==> config.mk <==
export PLATFORM = sky130hd
export DESIGN_NAME = uart_echo_ring_buffer
export DESIGN_NICKNAME = d
export VERILOG_FILES = /design/src/rtl/uer_pkg.sv /design/src/rtl/uer_ram.sv /design/src/rtl/uer_ctrl.sv /design/src/rtl/uer_dp.sv /design/src/rtl/uart_echo_ring_buffer.sv
export SDC_FILE = /design/constraint.sdc
export NUM_CORES = 2
export LEC_CHECK = 0
export ABC_AREA = 1
export BUFFER_PORTS_ARGS = -buffer_cell sky130_fd_sc_hd__buf_2
export CAP_MARGIN = 25
export CORE_MARGIN = 1.5
export CORE_UTILIZATION = 35
export CTS_CLUSTER_DIAMETER = 120
export DETAILED_ROUTE_END_ITERATION = 8
export PLACE_DENSITY_LB_ADDON = 0.12
export SYNTH_ARGS = -nofsm -noshare
export SYNTH_HDL_FRONTEND = slang
export SYNTH_SLANG_ARGS = --single-unit
==> constraint.sdc <==
create_clock -name clk -period 15.71 [get_ports clk]
set_clock_uncertainty 0.1 [all_clocks]
set_input_delay 2.3565 -clock clk [delete_from_list [all_inputs] [get_ports clk]]
set_output_delay 2.3565 -clock clk [all_outputs]
set_load 0.1 [all_outputs]
==> src/rtl/uer_pkg.sv <==
// Shared constants, types and byte translation for the terminal echo ring.
package uer_pkg;

    localparam int unsigned UER_RING_DEPTH = 256;

    localparam logic [7:0] CH_BS  = 8'd8;
    localparam logic [7:0] CH_NL  = 8'd10;
    localparam logic [7:0] CH_CR  = 8'd13;
    localparam logic [7:0] CH_SP  = 8'd32;
    localparam logic [7:0] CH_DEL = 8'd127;

    // Controller to datapath commands
    typedef struct packed {
        logic take;   // latch request, first ring write
        logic wr;     // further ring write of the translated sequence
        logic rd;     // empty check, ring read, flag update
        logic load;   // move result into the response register
    } uer_cmd_t;

    // Datapath to controller status
    typedef struct packed {
        logic take_more;  // request at the port needs more than one write
        logic wr_last;    // current write is the last of the sequence
        logic out_free;   // response register can take a result now
    } uer_status_t;

    function automatic logic [1:0] xlat_len(input logic [7:0] b);
        logic [1:0] n;
        unique case (b)
            CH_CR:   n = 2'd2;
            CH_DEL:  n = 2'd3;
            default: n = 2'd1;
        endcase
        return n;
    endfunction

    function automatic logic [7:0] xlat_byte(input logic [7:0] b, input logic [1:0] idx);
        logic [7:0] c;
        unique case (b)
            CH_CR:   c = (idx == 2'd0) ? CH_NL : CH_CR;
            CH_DEL:  c = (idx == 2'd1) ? CH_SP : CH_BS;
            default: c = b;
        endcase
        return c;
    endfunction

endpackage

==> src/rtl/uer_ram.sv <==
// Generic single-write, single-read RAM with registered read data.
module uer_ram #(
    parameter int unsigned WIDTH = 8,
    parameter int unsigned DEPTH = 256
) (
    input  logic                     clk,
    input  logic                     wr_en,
    input  logic [$clog2(DEPTH)-1:0] wr_addr,
    input  logic [WIDTH-1:0]         wr_data,
    input  logic                     rd_en,
    input  logic [$clog2(DEPTH)-1:0] rd_addr,
    output logic [WIDTH-1:0]         rd_data
);

    logic [WIDTH-1:0] mem [DEPTH];

    always_ff @(posedge clk)
    begin
        if (wr_en)
        begin
            mem[wr_addr] <= wr_data;
        end
        if (rd_en)
        begin
            rd_data <= mem[rd_addr];
        end
    end

endmodule

==> src/rtl/uer_ctrl.sv <==
// Sequencer: request intake, translated writes, ring read, response load.
module uer_ctrl import uer_pkg::*; (
    input  logic        clk,
    input  logic        rst_n,
    input  logic        req_valid,
    output logic        req_ready,
    input  uer_status_t status,
    output uer_cmd_t    cmd
);

    typedef enum logic [3:0] {
        ST_IDLE = 4'b0001,
        ST_WR   = 4'b0010,
        ST_RD   = 4'b0100,
        ST_FIN  = 4'b1000
    } state_t;

    state_t state_reg;
    state_t state_next;

    always_ff @(posedge clk or negedge rst_n)
    begin
        if (!rst_n)
        begin
            state_reg <= ST_IDLE;
        end
        else
        begin
            state_reg <= state_next;
        end
    end

    always_comb
    begin
        state_next = state_reg;
        cmd        = '0;
        req_ready  = 1'b0;
        unique case (state_reg)
            ST_IDLE:
            begin
                req_ready = 1'b1;
                if (req_valid)
                begin
                    cmd.take   = 1'b1;
                    state_next = status.take_more ? ST_WR : ST_RD;
                end
            end
            ST_WR:
            begin
                cmd.wr = 1'b1;
                if (status.wr_last)
                begin
                    state_next = ST_RD;
                end
            end
            ST_RD:
            begin
                cmd.rd     = 1'b1;
                state_next = ST_FIN;
            end
            ST_FIN:
            begin
                if (status.out_free)
                begin
                    cmd.load   = 1'b1;
                    state_next = ST_IDLE;
                end
            end
            default:
            begin
                state_next = ST_IDLE;
            end
        endcase
    end

endmodule

==> src/rtl/uer_dp.sv <==
// Datapath: ring pointers, byte ring, interrupt flag and response register.
module uer_dp import uer_pkg::*; #(
    parameter int unsigned RING_DEPTH = UER_RING_DEPTH
) (
    input  logic        clk,
    input  logic        rst_n,
    input  uer_cmd_t    cmd,
    output uer_status_t status,
    input  logic        rx_valid,
    input  logic [7:0]  rx_byte,
    input  logic        tx_ready,
    output logic        rsp_valid,
    input  logic        rsp_ready,
    output logic        tx_valid,
    output logic [7:0]  tx_byte,
    output logic        tx_irq_enable
);

    localparam int unsigned PTR_W = $clog2(RING_DEPTH);
    localparam logic [PTR_W-1:0] PTR_LAST = PTR_W'(RING_DEPTH - 1);

    logic [PTR_W-1:0] wp_reg;
    logic [PTR_W-1:0] rp_reg;
    logic             irq_reg;
    logic [7:0]       byte_reg;
    logic             tx_ready_reg;
    logic [1:0]       idx_reg;
    logic             sent_reg;
    logic             rsp_valid_reg;
    logic             tx_valid_reg;
    logic [7:0]       tx_byte_reg;
    logic             irq_out_reg;

    logic             ram_wr_en;
    logic [7:0]       ram_wr_data;
    logic             ring_empty;
    logic             fire;
    logic [7:0]       ram_rd_data;

    function automatic logic [PTR_W-1:0] ptr_inc(input logic [PTR_W-1:0] p);
        return (p == PTR_LAST) ? '0 : p + PTR_W'(1);
    endfunction

    assign ring_empty = (rp_reg == wp_reg);
    assign fire       = cmd.rd && tx_ready_reg && !ring_empty;

    // first write comes straight from the request port
    assign ram_wr_en   = (cmd.take && rx_valid) || cmd.wr;
    assign ram_wr_data = cmd.take ? xlat_byte(rx_byte, 2'd0) : xlat_byte(byte_reg, idx_reg);

    assign status.take_more = rx_valid && (xlat_len(rx_byte) != 2'd1);
    assign status.wr_last   = (idx_reg == (xlat_len(byte_reg) - 2'd1));
    assign status.out_free  = !rsp_valid_reg || rsp_ready;

    uer_ram #(
        .WIDTH (8),
        .DEPTH (RING_DEPTH)
    ) u_ring (
        .clk     (clk),
        .wr_en   (ram_wr_en),
        .wr_addr (wp_reg),
        .wr_data (ram_wr_data),
        .rd_en   (fire),
        .rd_addr (rp_reg),
        .rd_data (ram_rd_data)
    );

    always_ff @(posedge clk or negedge rst_n)
    begin
        if (!rst_n)
        begin
            wp_reg        <= '0;
            rp_reg        <= '0;
            irq_reg       <= 1'b0;
            idx_reg       <= '0;
            sent_reg      <= 1'b0;
            rsp_valid_reg <= 1'b0;
        end
        else
        begin
            if (ram_wr_en)
            begin
                wp_reg <= ptr_inc(wp_reg);
            end
            if (cmd.take)
            begin
                idx_reg <= 2'd1;
                if (rx_valid)
                begin
                    irq_reg <= 1'b1;
                end
            end
            else if (cmd.wr)
            begin
                idx_reg <= idx_reg + 2'd1;
            end
            if (cmd.rd)
            begin
                sent_reg <= fire;
                if (fire)
                begin
                    rp_reg <= ptr_inc(rp_reg);
                end
                else if (tx_ready_reg)
                begin
                    irq_reg <= 1'b0;
                end
            end
            if (cmd.load)
            begin
                rsp_valid_reg <= 1'b1;
            end
            else if (rsp_ready)
            begin
                rsp_valid_reg <= 1'b0;
            end
        end
    end

    always_ff @(posedge clk)
    begin
        if (cmd.take)
        begin
            byte_reg     <= rx_byte;
            tx_ready_reg <= tx_ready;
        end
        if (cmd.load)
        begin
            tx_valid_reg <= sent_reg;
            tx_byte_reg  <= sent_reg ? ram_rd_data : 8'd0;
            irq_out_reg  <= irq_reg;
        end
    end

    assign rsp_valid     = rsp_valid_reg;
    assign tx_valid      = tx_valid_reg;
    assign tx_byte       = tx_byte_reg;
    assign tx_irq_enable = irq_out_reg;

endmodule

==> src/rtl/uart_echo_ring_buffer.sv <==
// Top level of the terminal echo ring: controller, datapath and checks.
//
// Each request carries an optional received byte and a transmitter-ready flag
// and yields exactly one response. A received byte goes into a RING_DEPTH-entry
// byte ring (return expands to newline+return, delete to backspace, space,
// backspace) and sets the transmit interrupt enable; then, if the transmitter
// is ready, the oldest ring byte is returned, or the enable is cleared when the
// ring is empty. One request is in flight at a time: a return or a delete
// takes more ring writes than a plain byte, since the ring has a single
// write port (one translated byte per cycle), and its read is registered.
// The response sits in an output register, so a new request is taken
// while an earlier response waits; it completes once that slot frees. Writes
// never check for room: an overrun overwrites old data, and a ring that wraps
// onto its read point looks empty. The ring needs no clearing after reset.
module uart_echo_ring_buffer import uer_pkg::*; #(
    parameter int unsigned RING_DEPTH = UER_RING_DEPTH
) (
    input  logic       clk,
    input  logic       rst_n,
    input  logic       req_valid,
    output logic       req_ready,
    input  logic       rx_valid,
    input  logic [7:0] rx_byte,
    input  logic       tx_ready,
    output logic       rsp_valid,
    input  logic       rsp_ready,
    output logic       tx_valid,
    output logic [7:0] tx_byte,
    output logic       tx_irq_enable
);

    uer_cmd_t    cmd;
    uer_status_t status;

    uer_ctrl u_ctrl (
        .clk       (clk),
        .rst_n     (rst_n),
        .req_valid (req_valid),
        .req_ready (req_ready),
        .status    (status),
        .cmd       (cmd)
    );

    uer_dp #(
        .RING_DEPTH (RING_DEPTH)
    ) u_dp (
        .clk           (clk),
        .rst_n         (rst_n),
        .cmd           (cmd),
        .status        (status),
        .rx_valid      (rx_valid),
        .rx_byte       (rx_byte),
        .tx_ready      (tx_ready),
        .rsp_valid     (rsp_valid),
        .rsp_ready     (rsp_ready),
        .tx_valid      (tx_valid),
        .tx_byte       (tx_byte),
        .tx_irq_enable (tx_irq_enable)
    );

    // one request at a time: intake closes right after a request is taken
    a_single_request: assert property (@(posedge clk) disable iff (!rst_n)
        (req_valid && req_ready) |=> !req_ready)
        else $error("request taken while another is in flight");

    a_load_shows: assert property (@(posedge clk) disable iff (!rst_n)
        cmd.load |=> rsp_valid)
        else $error("loaded response not presented");

    // a response that carries a sent byte always has the enable set
    a_sent_implies_irq: assert property (@(posedge clk) disable iff (!rst_n)
        (rsp_valid && tx_valid) |-> tx_irq_enable)
        else $error("byte sent with interrupt enable clear");

    a_load_only_idle_next: assert property (@(posedge clk) disable iff (!rst_n)
        cmd.load |=> req_ready)
        else $error("intake not reopened after response load");

endmodule

# Word level (Yosys, flattened, before mapping)

Memory sizes are Yosys's and may differ from the RTL's. A register that Yosys moved wholly into a read port is not among the register bits.
Cells that the tools add are included.

Memory bits (writable): 2048
Word-level logic and storage cells: 79
Register bits after elaboration: 44
Output and inout port bits: 12
Memories: 1
Input bits: 14

Reductions and logical operators: 13
Add/sub/neg operators: 4
Equal/unequal tests: 17
Mux-type cells: 32

Memories:

| memory          | words | width | rd ports | clocked after memory_dff | write ports | RTL line      | source |
|---|---|---|---|---|---|---|---|
| u_dp.u_ring.mem | 256   | 8     | 1        | 1                        | 1           | uer_ram.sv:15 | `logic [WIDTH-1:0] mem [DEPTH];` |

Operators with widths:

| cell                                                            | count |
|---|---|
| 8-bit one-hot mux with 2 select lines                           | 2 |
| 8-bit 2-to-1 mux                                                | 3 |
| 8-bit by 1-bit adder with 8-bit output, second input constant   | 2 |
| 8-bit by 4-bit == test with 1-bit output, second input constant | 2 |
| 8-bit by 7-bit == test with 1-bit output, second input constant | 2 |
| 8-bit == test, second input constant                            | 2 |
| 1-bit 2-to-1 mux                                                | 16 |
| 4-bit one-hot mux with 4 select lines                           | 1 |
| 4-bit 2-to-1 mux                                                | 3 |
| 8-bit == test                                                   | 1 |
| 2-bit one-hot mux with 2 select lines                           | 2 |
| 3-bit 2-to-1 mux                                                | 2 |
| 6-bit 2-to-1 mux                                                | 1 |
| 2-bit != test, second input constant                            | 3 |
| 4-bit by 1-bit == test with 1-bit output, second input constant | 1 |
| 4-bit by 2-bit == test with 1-bit output, second input constant | 1 |
| 4-bit by 3-bit == test with 1-bit output, second input constant | 1 |
| 4-bit == test, second input constant                            | 1 |
| 1-bit logical AND                                               | 4 |
| 2-bit 2-to-1 mux                                                | 2 |
| 2-bit nonzero test                                              | 2 |
| 3-bit AND reduction                                             | 1 |
| 2-bit by 1-bit adder with 2-bit output, second input constant   | 1 |
| 2-bit by 1-bit == test with 1-bit output, second input constant | 1 |
| 7 further kinds                                                 | 9 |

# Longest topological paths before layout

Word-level depth: 7
Gate-level depth with buffers: 20
Mapped depth without buffers: 17

# Modules after synthesis

Synthesis repeated with hierarchy kept, for this count alone.

Cells, all modules: 7312
Area total of the unflattened synthesis: 85946.2 um^2

By module, submodules not included:

| module   | area each (um^2) | seq. area each (um^2) | times used | cells an instance |
|---|---|---|---|---|
| uer_ram  | 83476.3          | 61739.2               | 1          | 7003 |
| uer_dp   | 2194.6           | 1096.1                | 1          | 268 |
| uer_ctrl | 275.3            | 101.3                 | 1          | 41 |

# Worst setup path after synthesis

No wires, ideal clock.

Path kind: in2reg
Start: input port req_valid
End: memory u_dp.u_ring.mem[0][4] (data pin)
Required time: 13.378 ns
Slack: 0.508 ns
Path buffers: 0
Library setup time: 2.232 ns
Stages on the path: 3
Data arrival time: 12.870 ns
Path through: inv_1 nor2_2 o31ai_1

Word-level cells in the longest chain between the ends: 3

RTL lines:

| item                    | RTL line                    | source |
|---|---|---|
| start, declared         | uart_echo_ring_buffer.sv:20 | `input logic req_valid,` |
| 1-bit 2-to-1 mux        | uer_ctrl.sv:42              | `if (req_valid)` |
| 1-bit 2-to-1 mux        | uer_ctrl.sv:38              | `unique case (state_reg)` |
| 8-bit 2-to-1 mux        | uer_dp.sv:49                | `assign ram_wr_data = cmd.take ? xlat_byte(rx_byte, 2'd0) : xlat_byte(byte_reg, idx_reg);` |
| via u_dp.ram_wr_data[4] | uer_dp.sv:35                | `logic [7:0] ram_wr_data;` |
| end, declared           | uer_ram.sv:15               |  |

The timed path passes the listed nets, and every way through them passes these cells.

# Final worst setup path

Start: register u_dp.rp_reg[0]
End: register u_dp.u_ring.rd_data[6] (read register of u_dp.u_ring.mem) (data pin)

Word-level cells in the longest chain between the ends: 3

RTL lines:

| item                   | RTL line      | source |
|---|---|---|
| start, declared        | uer_dp.sv:23  | `logic [PTR_W-1:0] rp_reg;` |
| start signal, assigned | uer_dp.sv:102 | `rp_reg <= ptr_inc(rp_reg);` |
| 8-bit == test          | uer_dp.sv:44  | `assign ring_empty = (rp_reg == wp_reg);` |
| 1-bit zero test        | uer_dp.sv:45  | `assign fire = cmd.rd && tx_ready_reg && !ring_empty;` |
| 1-bit logical AND      | uer_dp.sv:45  |  |
| end, declared          | uer_ram.sv:12 | `output logic [WIDTH-1:0] rd_data` |

Parallel ways exist; a longest one is shown, timed or not.
A chain may end at the register's enable or synchronous reset.

==> results.yml <==
run_status:
  status: "finished clean"
setup_path:
  rr_worst_depth: 16
  cp_slowest_stage_delay_ns: 0.94
  cpMostUsedCell: "nand2_1"
  r2r_slack_ns: 9.79
  crit_fanout: 185
  endpoint_kind: "register"
  r2r-end: "u_dp.u_ring.rd_data[6]"
  slowest_stage: "dfrtp_4"
  path_class: "reg2reg"
  critPathLaunchType: "register"
  r2r_start: "u_dp.rp_reg[0]"
  cp.arrival_ns: 6.55
  cp.required_ns: 16.34
  crit_chain: "buf_4 > buf_12 > buf_4 > buf_12 > nor2_1 > nor2_1 > o21ai_0 > o21ai_1 > nand2_1 > nand2_1 > nor2_1 > nand2_1 > nand3_1 > nand2_1 > nand3_1 > nand2_1"
floorplan:
  die_area_um2: 257000
  io_pins: 26
  start_util: 0.353
  dieHeight_um: 507
  placeableCoreArea_um2: 252000
  rows: 184
  die_w_um: 507
synth:
  ys_top_cells_by_count: "nand2_1, edfxtp_1, nor2_1"
  syn_area_um2: 88800
  ys_ff_latch: 2100
  synthDominantCellAreaShare: 0.702
  synth_cells: 8280
  synth_area_leaders: "edfxtp_1, nand2_1, nor2_1"
  synth_area_leader_cell: "edfxtp_1"
  syn_nets: 8301
  synth_most_common_cell: "nand2_1"
  synth-main-ff-cell: "edfxtp_1"
  ys_types: 36
  ys_seq_area_frac: 0.709
  avgSynthCellArea_um2: 10.7
  yosys_warnings: 0
  synth_enable_flop_cells: 2075
  synth-async-reset-ratio: 0.0119
hold_path:
  min_path_type: "reg2reg"
  whs_path_depth: 0
  whs_endpoint: "u_dp.tx_irq_enable"
  worstHoldStart: "u_dp.irq_reg"
timing:
  hold_viol_final: 0
  maxSlewViolCount: 0
  post-route-min-period_ns: 5.92
  tightest_slew_ns: 1.13
  post-route-period-util: 0.377
  max_freq_ghz: 0.169
  rsz0062_at_grt: "false"
  fin_ws_ns: 9.79
  finalSetupViolCount: 0
  slew-limit-headroom: 0.248
  tns_ns: 0
  whs_ns: 0.365
clock_network:
  cts_resized: 0
  root_buffer: "clkbuf_16"
  cts_tree: "done"
  cts-buffers-inserted: 223
  cts_htree_levels: 4
  clk_path_buf_depth: 3
  cts.clk_slew.worst_paths_ns: 0.06
  cts.sink_count: 2100
  post-cts-setup-buffer-count: 0
  insertion_delay_ns: 0.88
  hold_buffers: 0
pwr:
  p_leak_uw: 0.0369
  p_switching_uw: 6290
  p_int_uw: 10900
  power.total_uw: 17200
  power_density_nw_per_um2: 173
  pwr-share-clk: 0.299
  peakVddDrop_v: 0.000180
  combinationalPowerShare: 0.295
  switching_share: 0.366
  seqPwrFrac: 0.406
global_route:
  antenna_found_initial: 10
  gr-usage-all-layers: 0.208
  grt_remaining_overflow: 0
  grt_max_degree: 191
  grt_pass1_wl_um: 397000
  grt_pass1_vias: 57700
detailed_routing:
  vias_per_cell: 4.98
  drt-pass1-iter-count: 5
  drtIter0Drc: 5320
  drc: 0
  vias: 58300
  wl_per_cell_um: 23.1
  wl_um: 271000
  ant_nets: 0
layout:
  multi_input_area_um2: 21100
  area_growth_pct: 11.5
  regMostFlops: "u_dp.u_ring.mem"
  register_area_um2: 62900
  fillers: 24700
  stdcell_count: 11700
  largest_register_ffs: 2048
  nets: 8189
  drive_above_1_share: 0.0577
placed_design:
  gp_congestion: 0.833
  dp_cells: 11300
  hpwl_um: 154000
  port_buffers: 25
  place_ws_ns: 9.13
job:
  maxCapViolCount: 0
layout by cell type (no fill, tap or decap), types with 4 or more instances in the layout:
master,Yosys,final
buf_12,0,13
clkinv_1,11,68
inv_1,679,678
o21ai_0,482,479
nor2_1,1249,1247
clkinvlp_4,0,5
buf_2,189,25
dfrtp_1,24,20
clkinv_2,0,34
inv_6,0,8
nor3_1,6,6
buf_4,30,84
bufinv_16,0,17
nand2_1,2314,2298
edfxtp_1,2075,2075
nand4_1,8,8
inv_16,0,4
a21oi_1,89,87
and3_1,5,5
nand2_2,1,16
o211ai_1,62,62
nand3_1,703,703
o21ai_1,51,51
clkbuf_16,0,227
ha_1,7,7
or2_2,22,22
xor2_1,6,6
clkbuf_1,162,61
critical path, delay by kind of cell, from the launching register on:
kind,cells,cell delay (ns)
flip-flops,1,0.94
buffers and inverters,4,2.59
AND/OR/NAND/NOR,10,1.40
AO/OA/AOI/OAI,2,0.30
area by class of cell:
| class | count | area share |
|---|---|---|
| Sequential cell | 2100 | 0.636 |
| Multi-Input combinational cell | 5022 | 0.214 |
| Clock buffer | 288 | 0.0597 |
| Tap cell | 3348 | 0.0423 |
| Inverter | 696 | 0.0268 |
| Timing Repair Buffer | 125 | 0.0109 |
| Clock inverter | 124 | 0.0109 |
| Antenna cell | 1 | 0.0000253 |
power groups by stage:
stage          clock network, µW  logic (µW)  registers (µW)
6_report                    5140        5060            6960
5_1_grt                     5440        5560            6970
4_1_cts                     5240        5120            6960
3_5_place_dp                   0        5110            7080
3_3_place_gp                   0        5130            7080
2_1_floorplan                  0        3060            7430
how the worst max path moves through the flow:
| stage | from | end | cells after the start |
|---|---|---|---|
| floorplan | req_valid | u_dp.u_ring.mem[0][4] | 3 |
| global placement | req_valid | u_dp.u_ring.mem[226][1] | 10 |
| detailed placement | req_valid | u_dp.u_ring.mem[226][1] | 10 |
| CTS | u_dp.rp_reg[0] | u_dp.u_ring.rd_data[6] | 16 |
| global route | u_dp.rp_reg[0] | u_dp.u_ring.rd_data[6] | 16 |
| finish | u_dp.rp_reg[0] | u_dp.u_ring.rd_data[6] | 16 |
cell families (layout without fill, tap and decap cells):
| logic type | Yosys count | count (layout) | synth area share |
|---|---|---|---|
| and+or+nand+nor | 4313 | 4313 | 0.194 |
| DFF | 2100 | 2100 | 0.709 |
| buffers and inverters | 1158 | 1233 | 0.0548 |
| AOI/OAI and AO/OA | 694 | 694 | 0.0411 |
| xor gates and xnor gates | 8 | 8 | 0.000789 |
| adders and majority gates | 7 | 7 | 0.000986 |
| other | 0 | 1 | 0 |
through the flow:
step                      cell area [µm²]   util
after floorplan                     88800      -
after global placement              91900  0.365
after detailed placement            92000  0.365
after CTS                           98900  0.393
after global routing                99000  0.393
final                               99000  0.393
layer usage:
layer	global-route usage	part of all wire	vias to the layer above
met3	0.0289	0.054	324
met5	0	0.000048	-
met4	0.0568	0.026	2
met1	0.292	0.45	28900
li1	-	-	27400
met2	0.338	0.47	1653
(Power assumes the default switching activity.)
